$ cat src/rtl/cmwa_pkg.sv
// Shared constants, types and register codes for the sample conditioner.
package cmwa_pkg;

    localparam int SAMPLE_WIDTH = 16;
    localparam int WEIGHT_W     = 8;
    localparam int TAPS_AVG     = 4;
    localparam int TAPS_MED     = 3;
    // Weight total: four 8-bit weights
    localparam int TOT_W        = WEIGHT_W + $clog2(TAPS_AVG);
    // Weighted sum, signed
    localparam int SUM_W        = SAMPLE_WIDTH + TOT_W;
    localparam int CNT_W        = $clog2(SAMPLE_WIDTH + 1);
    localparam int CFG_IDX_W    = 3;

    typedef logic signed [SAMPLE_WIDTH-1:0] sample_t;
    typedef logic [WEIGHT_W-1:0]            weight_t;

    typedef enum logic [CFG_IDX_W-1:0] {
        CFG_MIN_LEVEL     = 3'd0,
        CFG_MAX_LEVEL     = 3'd1,
        CFG_WEIGHT_NEWEST = 3'd2,
        CFG_WEIGHT_SECOND = 3'd3,
        CFG_WEIGHT_THIRD  = 3'd4,
        CFG_WEIGHT_OLDEST = 3'd5
    } cmwa_reg_t;

    // Divider request and response
    typedef struct packed {
        logic              start;
        logic [SUM_W-1:0]  dividend;
        logic [TOT_W-1:0]  divisor;
    } cmwa_div_req_t;

    typedef struct packed {
        logic                    done;
        logic [SAMPLE_WIDTH-1:0] quotient;
    } cmwa_div_rsp_t;

endpackage

$ cat src/rtl/cmwa_div.sv
// Bit-serial restoring divider: one quotient bit per cycle.
module cmwa_div import cmwa_pkg::*;
(
    input  logic          clk,
    input  logic          rst_n,
    input  cmwa_div_req_t req,
    output cmwa_div_rsp_t rsp
);

    logic                    busy_reg;
    logic                    done_reg;
    logic [CNT_W-1:0]        count_reg;
    logic [TOT_W-1:0]        rem_reg;
    logic [SAMPLE_WIDTH-1:0] quo_reg;
    logic [TOT_W-1:0]        divisor_reg;

    logic [TOT_W:0]          trial;
    logic [TOT_W:0]          diff;
    logic                    q_bit;
    logic [TOT_W-1:0]        rem_next;

    // Quotient fits the sample width, so the top bits of the dividend
    // start below the divisor and only SAMPLE_WIDTH steps are needed.
    always_comb
    begin
        trial = {rem_reg, quo_reg[SAMPLE_WIDTH-1]};
        diff  = trial - {1'b0, divisor_reg};
        q_bit = ~diff[TOT_W];
        rem_next = q_bit ? diff[TOT_W-1:0] : trial[TOT_W-1:0];
    end

    always_ff @(posedge clk or negedge rst_n)
    begin
        if (!rst_n)
        begin
            busy_reg    <= 1'b0;
            done_reg    <= 1'b0;
            count_reg   <= '0;
            rem_reg     <= '0;
            quo_reg     <= '0;
            divisor_reg <= '0;
        end
        else
        begin
            done_reg <= 1'b0;
            if (req.start)
            begin
                busy_reg    <= 1'b1;
                count_reg   <= '0;
                rem_reg     <= req.dividend[SUM_W-1:SAMPLE_WIDTH];
                quo_reg     <= req.dividend[SAMPLE_WIDTH-1:0];
                divisor_reg <= req.divisor;
            end
            else if (busy_reg)
            begin
                rem_reg   <= rem_next;
                quo_reg   <= {quo_reg[SAMPLE_WIDTH-2:0], q_bit};
                count_reg <= count_reg + 1'b1;
                if (count_reg == CNT_W'(SAMPLE_WIDTH - 1))
                begin
                    busy_reg <= 1'b0;
                    done_reg <= 1'b1;
                end
            end
        end
    end

    assign rsp.done     = done_reg;
    assign rsp.quotient = quo_reg;

endmodule

$ cat config.mk
export PLATFORM = sky130hd
export DESIGN_NAME = cmwa_div
export DESIGN_NICKNAME = d
export VERILOG_FILES = /design/src/rtl/cmwa_pkg.sv /design/src/rtl/cmwa_div.sv
export SDC_FILE = /design/constraint.sdc
export NUM_CORES = 1
export LEC_CHECK = 0
export BUFFER_PORTS_ARGS = -buffer_cell sky130_fd_sc_hd__buf_2
export CAP_MARGIN = 10
export CORE_ASPECT_RATIO = 1.4
export CORE_MARGIN = 2
export CORE_UTILIZATION = 54
export CTS_CLUSTER_DIAMETER = 40
export DETAILED_ROUTE_END_ITERATION = 6
export PLACE_DENSITY = 0.77
export REMOVE_ABC_BUFFERS = 1
export SKIP_LAST_GASP = 1
export SLEW_MARGIN = 20
export SYNTH_ARGS = -nofsm -noshare
export SYNTH_HDL_FRONTEND = slang
export SYNTH_SLANG_ARGS = --single-unit
$ cat constraint.sdc
create_clock -name clk -period 2.7 [get_ports clk]
set_clock_uncertainty 0.05 [all_clocks]
set_input_delay 0.135 -clock clk [delete_from_list [all_inputs] [get_ports clk]]
set_output_delay 0.135 -clock clk [all_outputs]
set_load 0.005 [all_outputs]
### Yosys cells after proc, flatten, opt, wreduce, memory -nomap -nowiden

Cells that the tools add are included.
Widths: inputs -> output; s select.

| storage, ports and cells | value |
|---|---|
| input bits | 39 |
| output and inout port bits | 17 |
| word-level logic and storage cells | 24 |
| register bits | 43 |

| cells by class | value |
|---|---|
| multiplexer cells | 13 |
| equality and inequality tests | 1 |
| reductions and logical operators | 1 |
| add/subtract/negate cells | 2 |
| bitwise logic cells | 1 |

Operators by type and width:

| kind | number |
|---|---|
| $mux 16 | 2 |
| $mux 10 | 3 |
| $sub 11x10->11 | 1 |
| $mux 5 | 2 |
| $mux 1 | 6 |
| $add 5x1->5 const B | 1 |
| $eq 5x4->1 const B | 1 |
| $reduce_bool 2->1 | 1 |
| $not 1->1 | 1 |

### Depth between registers and ports, before layout

Gate-level depths: netlist of the first run.

| logic depth | value |
|---|---|
| depth in word-level cells | 4 |
| depth in mapped cells | 10 |
| gate-level depth less buffers | 9 |

### Worst setup path after synthesis of the first run

OpenSTA, ideal clock, no wires.

| timing | value |
|---|---|
| path type | reg2reg |
| from | reg quo_reg[15] |
| to | reg rem_reg[9] |
| data required time | 2.570 ns |
| period minus slack after synthesis | 2.415 ns |
| arrival time | 2.285 ns |
| setup time | 0.080 ns |
| cell stages (with the launch flop) | 11 |
| path buffers | 1 |
| slack | 0.285 ns |
| cell sequence | dfrtp_1 -> inv_1 -> ha_1 -> fa_1 -> nor2b_4 -> o31a_1 -> o21a_1 -> o211ai_2 -> buf_6 -> or3b_1 -> o211ai_2 |

| between the ends | value |
|---|---|
| word-level cells in the longest chain between the ends | 4 |

RTL lines:

| element | RTL line | RTL |
|---|---|---|
| from (decl) | cmwa_div.sv:14 | `logic [SAMPLE_WIDTH-1:0] quo_reg;` |
| from (signal assigned) | cmwa_div.sv:51 | `quo_reg <= req.dividend[SAMPLE_WIDTH-1:0];` |
| from (signal assigned) | cmwa_div.sv:57 | `quo_reg <= {quo_reg[SAMPLE_WIDTH-2:0], q_bit};` |
| $sub 11x10->11 | cmwa_div.sv:27 | `diff = trial - {1'b0, divisor_reg};` |
| $mux 10 | cmwa_div.sv:29 | `rem_next = q_bit ? diff[TOT_W-1:0] : trial[TOT_W-1:0];` |
| $mux 10 | cmwa_div.sv:54 | `else if (busy_reg)` |
| $mux 10 | cmwa_div.sv:46 | `if (req.start)` |
| to (signal assigned) | cmwa_div.sv:50 | `rem_reg <= req.dividend[SUM_W-1:SAMPLE_WIDTH];` |
| to (signal assigned) | cmwa_div.sv:56 | `rem_reg <= rem_next;` |
| to (decl) | cmwa_div.sv:13 | `logic [TOT_W-1:0] rem_reg;` |

Every way passes these cells. The select of a mux whose other input is x is not followed.
A chain may end at the register's enable or synchronous reset.

### Final worst setup path of the first run

| timing | value |
|---|---|
| from | reg quo_reg[15] |
| to | reg rem_reg[0] |

| between the ends | value |
|---|---|
| word-level cells in the longest chain between the ends | 4 |

RTL lines:

| element | RTL line |
|---|---|
| $sub 11x10->11 | cmwa_div.sv:27 |
| $mux 10 * | cmwa_div.sv:29 |
| $mux 10 * | cmwa_div.sv:54 |
| $mux 10 * | cmwa_div.sv:46 |

Mark *: on every way between the ends. The rest lies on a longest branch, timed or not. The select of a mux whose other input is x is not followed.

==> results.py, run 1 <==
metrics = {
    "run_status": {
        "outcome": "finished with violations",
        "violations": "negative hold slack",
    },
    "layout": {
        "nNetsFinal": 394,
        "largest_register_ffs": 16,
        "num-fill-cells": 385,
        "drive_above_1_share_pct": 21.3,
        "multiInputGateArea_sq_um": 1310,
        "syn2layout_area_growth_pct": 24.3,
        "fin_util_pct": 69.6,
        "n_antenna_cell": 0,
        "seq_area_sq_um": 1080,
    },
    "min_path": {
        "hold_path.class": "primary input to register",
    },
    "sta": {
        "hold_viol": 1,
        "slew_headroom_pct": 36.3,
        "fmax_ghz": 0.395,
        "setup_viol": 0,
        "worst_pin_slew_ns": 0.955,
        "final.setup.tns_ns": 0,
        "fin_crit_ns": 2.53,
        "rsz0062_at_grt": "no",
        "holdWs_ns": -0.000563,
        "drv_slew": 0,
        "period_share_pct": 93.9,
    },
    "routing": {
        "drc_errors": 0,
        "firstDrtPassIters": 4,
        "wl_mm": 5.61,
        "vias": 2168,
        "via_per_inst": 5.37,
        "antenna_left": 0,
        "wl_per_cell_microns": 13.9,
        "initialDrtViolationCount": 89,
    },
    "critical_path": {
        "slowest_delay_ns": 0.40,
        "crit_required_ns": 2.85,
        "path_cells": "inv_1 -> ha_1 -> fa_1 -> nor2b_4 -> o31a_1 -> o21a_1 -> o211ai_4 -> mux2_2 -> o21ai_0",
        "cp_data_arrival_time_ns": 2.69,
        "crit_slowest_cell": "dfrtp_1",
        "cp_max_fo": 7,
        "critPathLaunchType": "register",
        "end_kind": "register",
        "critical_path_class": "register to register",
    },
    "cts": {
        "path_clk_slew_ns": 0.07,
        "clkLatencyLatePin_ns": 0.30,
        "cts_tree": "yes",
        "root_buffer": "clkbuf_8",
        "post-cts-setup-buffer-count": 0,
        "h-tree-depth": 2,
        "ctsLongestPathBuffers": 2,
        "cts_buffers": 5,
        "clock_sinks": 43,
    },
    "place": {
        "port_buffers": 55,
        "place_congestion": 0.805,
        "hpwl_mm": 3.74,
    },
    "logic_synthesis": {
        "synth_seq_area_share_pct": 42.7,
        "yosysMostFrequentCell": "dfrtp_1",
        "mappedNetlistArea_sq_um": 2520,
        "syn_area_per_cell_sq_um": 9.17,
        "synth_edf_count": 0,
        "syn_inst": 275,
        "yosysWarnings": 0,
        "synth-seq-cells": 43,
        "synth_top_flop_cell": "dfrtp_1",
        "synth.top_cell.area_share_pct": 42.7,
        "async_reset_ff_share_pct": 100,
        "ys_top_cells_by_area": "dfrtp_1, mux2i_1, o21ai_0, ha_1, nand2_1",
        "ys_types": 39,
        "yosys-top-cells-count": "dfrtp_1, o21ai_0, nand2_1, mux2i_1, a21oi_1",
        "yosys.area.top_type": "dfrtp_1",
    },
    "global_routing": {
        "grt_pass1_wl_mm": 9.53,
        "gr-usage-all-layers_pct": 23.8,
        "grt_antenna_before_repair": 0,
        "grt_max_degree": 62,
        "grt_pass1_vias": 2149,
        "grt_remaining_overflow": 0,
    },
    "floorplan": {
        "boundaryPins": 56,
        "die_height_microns": 84.8,
        "core_area_sq_um": 4500,
        "row_count": 29,
        "dieArea_sq_um": 5240,
        "start_util_pct": 56.0,
        "die_width_microns": 61.8,
    },
    "power": {
        "power_density_nw_per_um2": 857,
        "p_leak_nw": 1.61,
        "peakVddDrop_mv": 0.508,
        "total_power_mw": 2.68,
    },
    "job": {
        "drv_cap": 0,
    },
}
-- final timing paths --
kind,depth (start not counted),slack [ns],end,startpoint
setup / recovery,9,0.17,rem_reg[0],quo_reg[15]
hold / removal,3,-0.0006,quo_reg[3],req[13]
setup reg to reg,9,0.17,rem_reg[0],quo_reg[15]
hold reg to reg,1,0.47,divisor_reg[0],divisor_reg[0]
max in group asynchronous,2,1.53,divisor_reg[6],rst_n
min in group asynchronous,2,0.47,rem_reg[9],rst_n
-- worst max-delay path: cells and delay by family, from the launching register on --
kind	cells	cell delay, ns
muxes	1	0.38
buffers and inverters	1	0.08
AOI/OAI and AO/OA	4	1.04
adders and majority gates	2	0.44
DFF	1	0.40
and+or+nand+nor	1	0.06
-- report_power, final --
| group | switching (mW) | internal [mW] |
|---|---|---|
| Clock | 0.214 | 0.271 |
| Sequential | 0.106 | 0.765 |
| Combinational | 0.697 | 0.631 |
-- routing by layer --
layer / vias to the layer above / global-route usage [%] / share of wire [%]
li1: 1087 / - / -
met3: 13 / 5.03 / 4.5
met5: - / 0 / 0
met1: 1009 / 30.5 / 41
met4: 0 / 8.32 / 2.0
met2: 59 / 39.0 / 53
-- metrics by stage --
step / std cells / area [sq um] / hold slack, ns / worst slack (ns)
after detailed placement: 379 / 2840 / 0.297 / 0.188
after global routing: 404 / 3130 / 0.0134 / 0.00182
after global placement: 379 / 2840 / 0.288 / 0.246
final: 404 / 3130 / -0.000563 / 0.166
after floorplan: 258 / 2450 / -0.211 / 0.172
after CTS: 403 / 3110 / 0.0000700 / 0.107
-- layout make-up --
type / count / area share [%]
sequential: 43 / 34.3
multi-input combinational: 197 / 41.9
tap: 62 / 2.48
inverter: 18 / 2.16
clock inverter: 1 / 0.958
timing repair buffer: 77 / 15.9
clock buffer: 6 / 2.32
-- cells by family after synthesis --
logic type | after synthesis | share of synthesized area [%]
adders and majority gates | 13 | 6.75
buffers and inverters | 35 | 5.66
and+or+nand+nor | 75 | 14.2
AOI/OAI and AO/OA | 76 | 17.8
xor gates and xnor gates | 6 | 2.08
muxes | 27 | 10.9
DFF | 43 | 42.7
-- cells in the final DEF (no fill, tap or decap), types with 2 or more instances in the layout --
cell type / instances
a21o_1: 2
nor3_1: 3
dfrtp_1: 43
and3_1: 3
buf_4: 3
o211ai_2: 2
nand3_1: 3
o21a_1: 3
nor3b_1: 6
nand2_1: 31
o21ai_0: 36
mux2i_1: 24
nor2_1: 20
ha_1: 12
clkbuf_8: 5
inv_1: 18
dlygate4sd3_1: 18
o31a_1: 2
xor2_1: 3
xnor2_1: 3
buf_2: 55
mux2_2: 3
o31ai_1: 2
a21oi_1: 22
o211ai_1: 2
-- repair_timing --
item | in CTS | in global routing
gates resized for setup | 0 | 1
setup endpoints to repair | 0 | 4
hold buffers | 17 | 1
endpoints found under the hold margin | 59 | 1
(Power assumes the default switching activity.)
==> run 2, diff against run 1 <==
--- a/config.mk
+++ b/config.mk
@@ -5,11 +5,12 @@
 export SDC_FILE = /design/constraint.sdc
 export NUM_CORES = 1
 export LEC_CHECK = 0
+export ABC_AREA = 1
 export BUFFER_PORTS_ARGS = -buffer_cell sky130_fd_sc_hd__buf_2
 export CAP_MARGIN = 10
 export CORE_ASPECT_RATIO = 1.4
 export CORE_MARGIN = 2
-export CORE_UTILIZATION = 54
+export CORE_UTILIZATION = 55
 export CTS_CLUSTER_DIAMETER = 40
 export DETAILED_ROUTE_END_ITERATION = 6
 export PLACE_DENSITY = 0.77
==> run 2 against run 1 <==
Effect of this change:
- the run still ends with negative hold slack left
- first-iteration DRC count down 11%
- sequential cell count unchanged
- via count up 9.0%
==> results.py, run 2 <==
metrics = {
    "logic_synthesis": {
        "synth.top_cell.area_share_pct": 41.1,
        "synth_top_family_by_area": "simple AND/OR/NAND/NOR gates",
        "synth_top_flop_cell": "dfrtp_1",
        "synthAdderAreaFrac_pct": 6.50,
        "synth-seq-cells": 43,
        "yosys-top-cells-count": "nand2_1, dfrtp_1, inv_1, nand3_1, nor2_1",
        "ys_top_cells_by_area": "dfrtp_1, nand2_1, ha_1, inv_1, nand3_1",
        "mappedNetlistArea_sq_um": 2620,
        "synth_compound_area_share_pct": 11.4,
        "synth_seq_area_share_pct": 41.1,
        "yosysMostFrequentCell": "nand2_1",
        "syn_area_per_cell_sq_um": 8.00,
        "synth-xor-area-share_pct": 1.00,
        "yosysWarnings": 0,
        "ys_types": 38,
        "yosys.area.top_type": "dfrtp_1",
        "yosys.area_share.simple_pct": 29.9,
        "syn_inst": 327,
        "async_reset_ff_share_pct": 100,
        "synth_mux_area_share_pct": 0,
        "synth_edf_count": 0,
    },
    "global_routing": {
        "grt_antenna_before_repair": 0,
        "grt_pass1_vias": 2423,
        "grt_pass1_wl_mm": 10.5,
        "gr-usage-all-layers_pct": 24.6,
        "grt_max_degree": 48,
        "grt_remaining_overflow": 0,
    },
    "layout": {
        "fin_util_pct": 67.3,
        "nNetsFinal": 440,
        "largest_register_ffs": 16,
        "num-fill-cells": 424,
        "n_antenna_cell": 0,
        "syn2layout_area_growth_pct": 17.6,
        "postLayoutCellArea_sq_um": 3080,
        "drive_above_1_share_pct": 22.1,
        "final_cell_mix": "nand2_1, buf_2, dfrtp_1",
        "layout_commonest_cell": "nand2_1",
    },
    "power": {
        "p_sw_share_pct": 44.4,
        "share_comb_of_total_power_pct": 50.9,
        "power_density_nw_per_um2": 854,
        "p_leak_nw": 1.61,
        "internal-power_mw": 1.46,
        "total_power_mw": 2.63,
        "clock_power_share_pct": 15.8,
        "peakVddDrop_mv": 0.496,
        "p_sw_mw": 1.17,
        "seq_power_share_pct": 33.3,
    },
    "floorplan": {
        "row_count": 29,
        "start_util_pct": 57.2,
        "dieArea_sq_um": 5330,
        "die_width_microns": 62.3,
        "core_area_sq_um": 4570,
        "boundaryPins": 56,
        "die_height_microns": 85.6,
    },
    "critical_path": {
        "critical_path_class": "register to register",
        "critPathLaunchType": "register",
        "cp_max_fo": 11,
        "crit_slowest_cell": "fa_1",
        "cp_data_arrival_time_ns": 2.42,
        "end_kind": "register",
        "path_cells": "inv_1 -> ha_1 -> fa_1 -> inv_1 -> nand3_2 -> nand4_2 -> nand2_2 -> nand2_1 -> nand3_1 -> nand2_1 -> nand2_1",
        "crit_required_ns": 2.85,
        "crit_path_frequent_cell": "nand2_1",
        "r2r_setup_slack_ns": 0.43,
        "slowest_delay_ns": 0.44,
    },
    "sta": {
        "holdWs_ns": -0.00728,
        "worst_pin_slew_ns": 0.961,
        "drv_slew": 0,
        "period_share_pct": 84.1,
        "rsz0062_at_grt": "no",
        "slew_headroom_pct": 35.9,
        "final.setup.tns_ns": 0,
        "hold_viol": 2,
        "fmax_ghz": 0.441,
        "fin_crit_ns": 2.27,
        "setup_viol": 0,
    },
    "cts": {
        "cts_tree": "yes",
        "cts_buffers": 5,
        "cts_resized": 0,
        "cts_hold_buf": 11,
        "root_buffer": "clkbuf_8",
        "clkLatencyLatePin_ns": 0.30,
        "post-cts-setup-buffer-count": 0,
        "clock_sinks": 43,
        "path_clk_slew_ns": 0.08,
        "h-tree-depth": 2,
        "ctsLongestPathBuffers": 2,
    },
    "place": {
        "dpl_cell_area_sq_um": 2880,
        "hpwl_mm": 4.28,
        "port_buffers": 55,
        "place_congestion": 0.926,
    },
    "routing": {
        "antenna_left": 0,
        "initialDrtViolationCount": 79,
        "drc_errors": 0,
        "via_per_inst": 5.24,
        "firstDrtPassIters": 4,
        "vias": 2364,
        "wl_mm": 6.02,
        "wl_per_cell_microns": 13.3,
    },
    "min_path": {
        "hold_path.class": "primary input to register",
    },
    "run_status": {
        "violations": "negative hold slack",
        "outcome": "finished with violations",
    },
    "job": {
        "drv_cap": 0,
    },
}
## run 2: worst paths after layout
kind / start / to / depth (start not counted)
max in group asynchronous: rst_n / rem_reg[9] / 2
worst min register to register: divisor_reg[0] / divisor_reg[0] / 2
worst max-delay path: quo_reg[15] / rem_reg[1] / 11
worst max register to register: quo_reg[15] / rem_reg[1] / 11
worst min-delay path: req[2] / divisor_reg[2] / 3
min in group asynchronous: rst_n / divisor_reg[2] / 2
## run 2: power groups by stage
stage	registers, mW	logic, mW	clock network [mW]
floorplan	0.852	1.02	0
global placement	0.880	1.28	0
detailed placement	0.880	1.31	0
CTS	0.871	1.34	0.413
global route	0.889	1.53	0.440
finish	0.876	1.34	0.415
## run 2: cells by family (layout without fill, tap and decap cells)
| logic type | after synthesis | after routing |
|---|---|---|
| AO/OA/AOI/OAI | 43 | 43 |
| XOR/XNOR | 3 | 3 |
| adder cells (fa/ha/maj) | 13 | 13 |
| buffers and inverters | 57 | 119 |
| flip-flops | 43 | 43 |
| AND/OR/NAND/NOR | 168 | 168 |
## run 2: critical path: cells and delay by family, from the launching register on
family	cells	cell delay, ns
adder cells (fa/ha/maj)	2	0.69
flip-flops	1	0.35
AND/OR/NAND/NOR	7	0.89
buffers and inverters	2	0.18
## run 2: area by class of cell
| class | count | area, sq um | share of cell area [%] |
|---|---|---|---|
| well taps | 62 | 77.6 | 2.52 |
| inverters | 44 | 165 | 5.37 |
| flip-flops and latches | 43 | 1080 | 35.0 |
| multi-input cells | 227 | 1280 | 41.6 |
| clock inverters | 2 | 12.5 | 0.407 |
| clock buffers | 6 | 72.6 | 2.36 |
| repair buffers | 67 | 393 | 12.8 |
## run 2: metrics by stage
stage | setup WS, ns | cells | hold WS, ns
6_report | 0.430 | 451 | -0.00728
5_1_grt | 0.251 | 451 | 0.0101
4_1_cts | 0.451 | 451 | 0.000370
3_5_place_dp | 0.482 | 432 | 0.296
3_3_place_gp | 0.531 | 432 | 0.291
2_1_floorplan | 0.714 | 314 | -0.211
## run 2: layer usage
layer	global-route usage (%)	up-vias	share of wire, %
met1	28.3	1104	43
li1	-	1179	-
met3	3.28	17	3.7
met2	45.8	64	49
met4	11.1	0	3.6
met5	0	-	0
==> run 3, diff against run 2 <==
==> constraint.sdc (replaced) <==
create_clock -name clk -period 2.34 [get_ports clk]
set_clock_uncertainty 0.05 [all_clocks]
set_input_delay 0.117 -clock clk [delete_from_list [all_inputs] [get_ports clk]]
set_output_delay 0.117 -clock clk [all_outputs]
set_load 0.005 [all_outputs]
==> run 3 against run 2 <==
Effect of this change:
- the run now ends clean
- die area unchanged
- first-iteration DRC count up 29%
- critical path depth unchanged
- global-route usage up 0.34 points
- non-clock buffer count up 12
- worst hold slack better by 0.0089 ns
- largest power group unchanged
- total power up 17%
- combinational power up 17%
==> results.py, run 3 (same netlist as run 2, synthesis figures left out) <==
metrics = {
    "floorplan": {
        "row_count": 29,
        "start_util_pct": 57.2,
        "core_area_sq_um": 4570,
        "dieArea_sq_um": 5330,
        "boundaryPins": 56,
        "die_width_microns": 62.3,
        "die_height_microns": 85.6,
    },
    "global_routing": {
        "grt_remaining_overflow": 0,
        "grt_pass1_vias": 2478,
        "grt_max_degree": 44,
        "grt_antenna_before_repair": 0,
        "gr-usage-all-layers_pct": 25.0,
        "grt_pass1_wl_mm": 10.7,
    },
    "layout": {
        "num-fill-cells": 387,
        "fin_util_pct": 70.1,
        "layout_commonest_cell": "nand2_1",
        "drive_above_1_share_pct": 22.0,
        "largest_register_ffs": 16,
        "n_antenna_cell": 0,
        "nNetsFinal": 452,
        "final_cell_mix": "nand2_1, buf_2, dfrtp_1",
        "syn2layout_area_growth_pct": 22.6,
        "postLayoutCellArea_sq_um": 3210,
    },
    "cts": {
        "clkLatencyLatePin_ns": 0.30,
        "cts_tree": "yes",
        "ctsLongestPathBuffers": 2,
        "root_buffer": "clkbuf_8",
        "path_clk_slew_ns": 0.08,
        "h-tree-depth": 2,
        "cts_buffers": 5,
        "clock_sinks": 43,
    },
    "critical_path": {
        "cp_max_fo": 11,
        "cp_data_arrival_time_ns": 2.30,
        "critical_path_class": "register to register",
        "critPathLaunchType": "register",
        "crit_required_ns": 2.47,
        "end_kind": "register",
    },
    "routing": {
        "via_per_inst": 5.17,
        "firstDrtPassIters": 4,
        "vias": 2389,
        "wl_per_cell_microns": 13.3,
        "antenna_left": 0,
        "drc_errors": 0,
        "wl_mm": 6.16,
        "initialDrtViolationCount": 102,
    },
    "sta": {
        "holdWs_ns": 0.00161,
        "hold_viol": 0,
        "fmax_ghz": 0.461,
        "rsz0062_at_grt": "no",
        "setup_ws_ns": 0.171,
        "slew_headroom_pct": 36.3,
        "final.setup.tns_ns": 0,
        "worst_pin_slew_ns": 0.955,
        "setup_viol": 0,
        "period_share_pct": 92.7,
        "drv_slew": 0,
        "fin_crit_ns": 2.17,
    },
    "power": {
        "power_density_nw_per_um2": 959,
        "peakVddDrop_mv": 0.471,
        "p_leak_nw": 1.67,
    },
    "run_status": {
        "outcome": "finished, final reports clean",
    },
    "place": {
        "dpl_cell_area_sq_um": 2900,
        "dp_slack_ns": 0.141,
        "place_congestion": 0.896,
        "port_buffers": 55,
        "hpwl_mm": 4.33,
    },
    "job": {
        "drv_cap": 0,
    },
    "min_path": {
        "hold_path.class": "primary input to register",
    },
}
-- run 3: what timing repair did --
item | CTS | global route
resized for setup | 0 | 2
setup buffers | 0 | 0
hold buffers | 21 | 0
setup endpoints to repair | 0 | 6
endpoints found under the hold margin | 63 | 0
-- run 3: area by class of cell --
type	count	area (sq um)	area share, %
multi-input combinational	227	1290	40.3
sequential	43	1080	33.6
timing repair buffer	79	508	15.8
inverter	44	165	5.15
clock buffer	6	82.6	2.58
tap	62	77.6	2.42
clock inverter	1	5.00	0.156
-- run 3: metrics by stage --
stage                     total power [mW]  instances
after detailed placement              2.52        434
after floorplan                       2.16        314
final                                 3.08        462
after CTS                             3.05        462
after global placement                2.49        434
after global routing                  3.34        462
-- run 3: report_power, final --
group / total, mW / switching [mW] / internal (mW)
registers: 1.01 / 0.133 / 0.880
logic: 1.57 / 0.952 / 0.621
clock network: 0.490 / 0.258 / 0.232
-- run 3: per-layer routing --
| layer | global-route usage, % | part of all wire, % | vias to the layer above | wire [microns] |
|---|---|---|---|---|
| met5 | 0 | 0 | - | 0 |
| met4 | 9.29 | 2.2 | 0 | 138 |
| met3 | 3.41 | 3.6 | 15 | 221 |
| met2 | 47.9 | 54 | 58 | 3310 |
| met1 | 28.1 | 40 | 1115 | 2490 |
| li1 | - | - | 1201 | - |
-- run 3: critical path: stages, from the launching register on --
cell and delay (ns):
dfrtp_1 0.35, inv_1 0.08, ha_1 0.25, fa_1 0.44
inv_1 0.10, nand3_2 0.12, nand3_2 0.12, nand2_2 0.17
nand2_4 0.17, nand2_1 0.07, nand3_1 0.07, nand3_1 0.07
-- run 3: worst paths after layout --
| path | from | endpoint | slack [ns] | cells after the start |
|---|---|---|---|---|
| max in group asynchronous | rst_n | done_reg | 1.19 | 2 |
| hold reg to reg | divisor_reg[0] | divisor_reg[0] | 0.44 | 2 |
| hold / removal | req[32] | rem_reg[6] | 0.002 | 3 |
| min in group asynchronous | rst_n | divisor_reg[2] | 0.45 | 2 |
| setup / recovery | quo_reg[15] | rem_reg[2] | 0.17 | 11 |
| setup reg to reg | quo_reg[15] | rem_reg[2] | 0.17 | 11 |
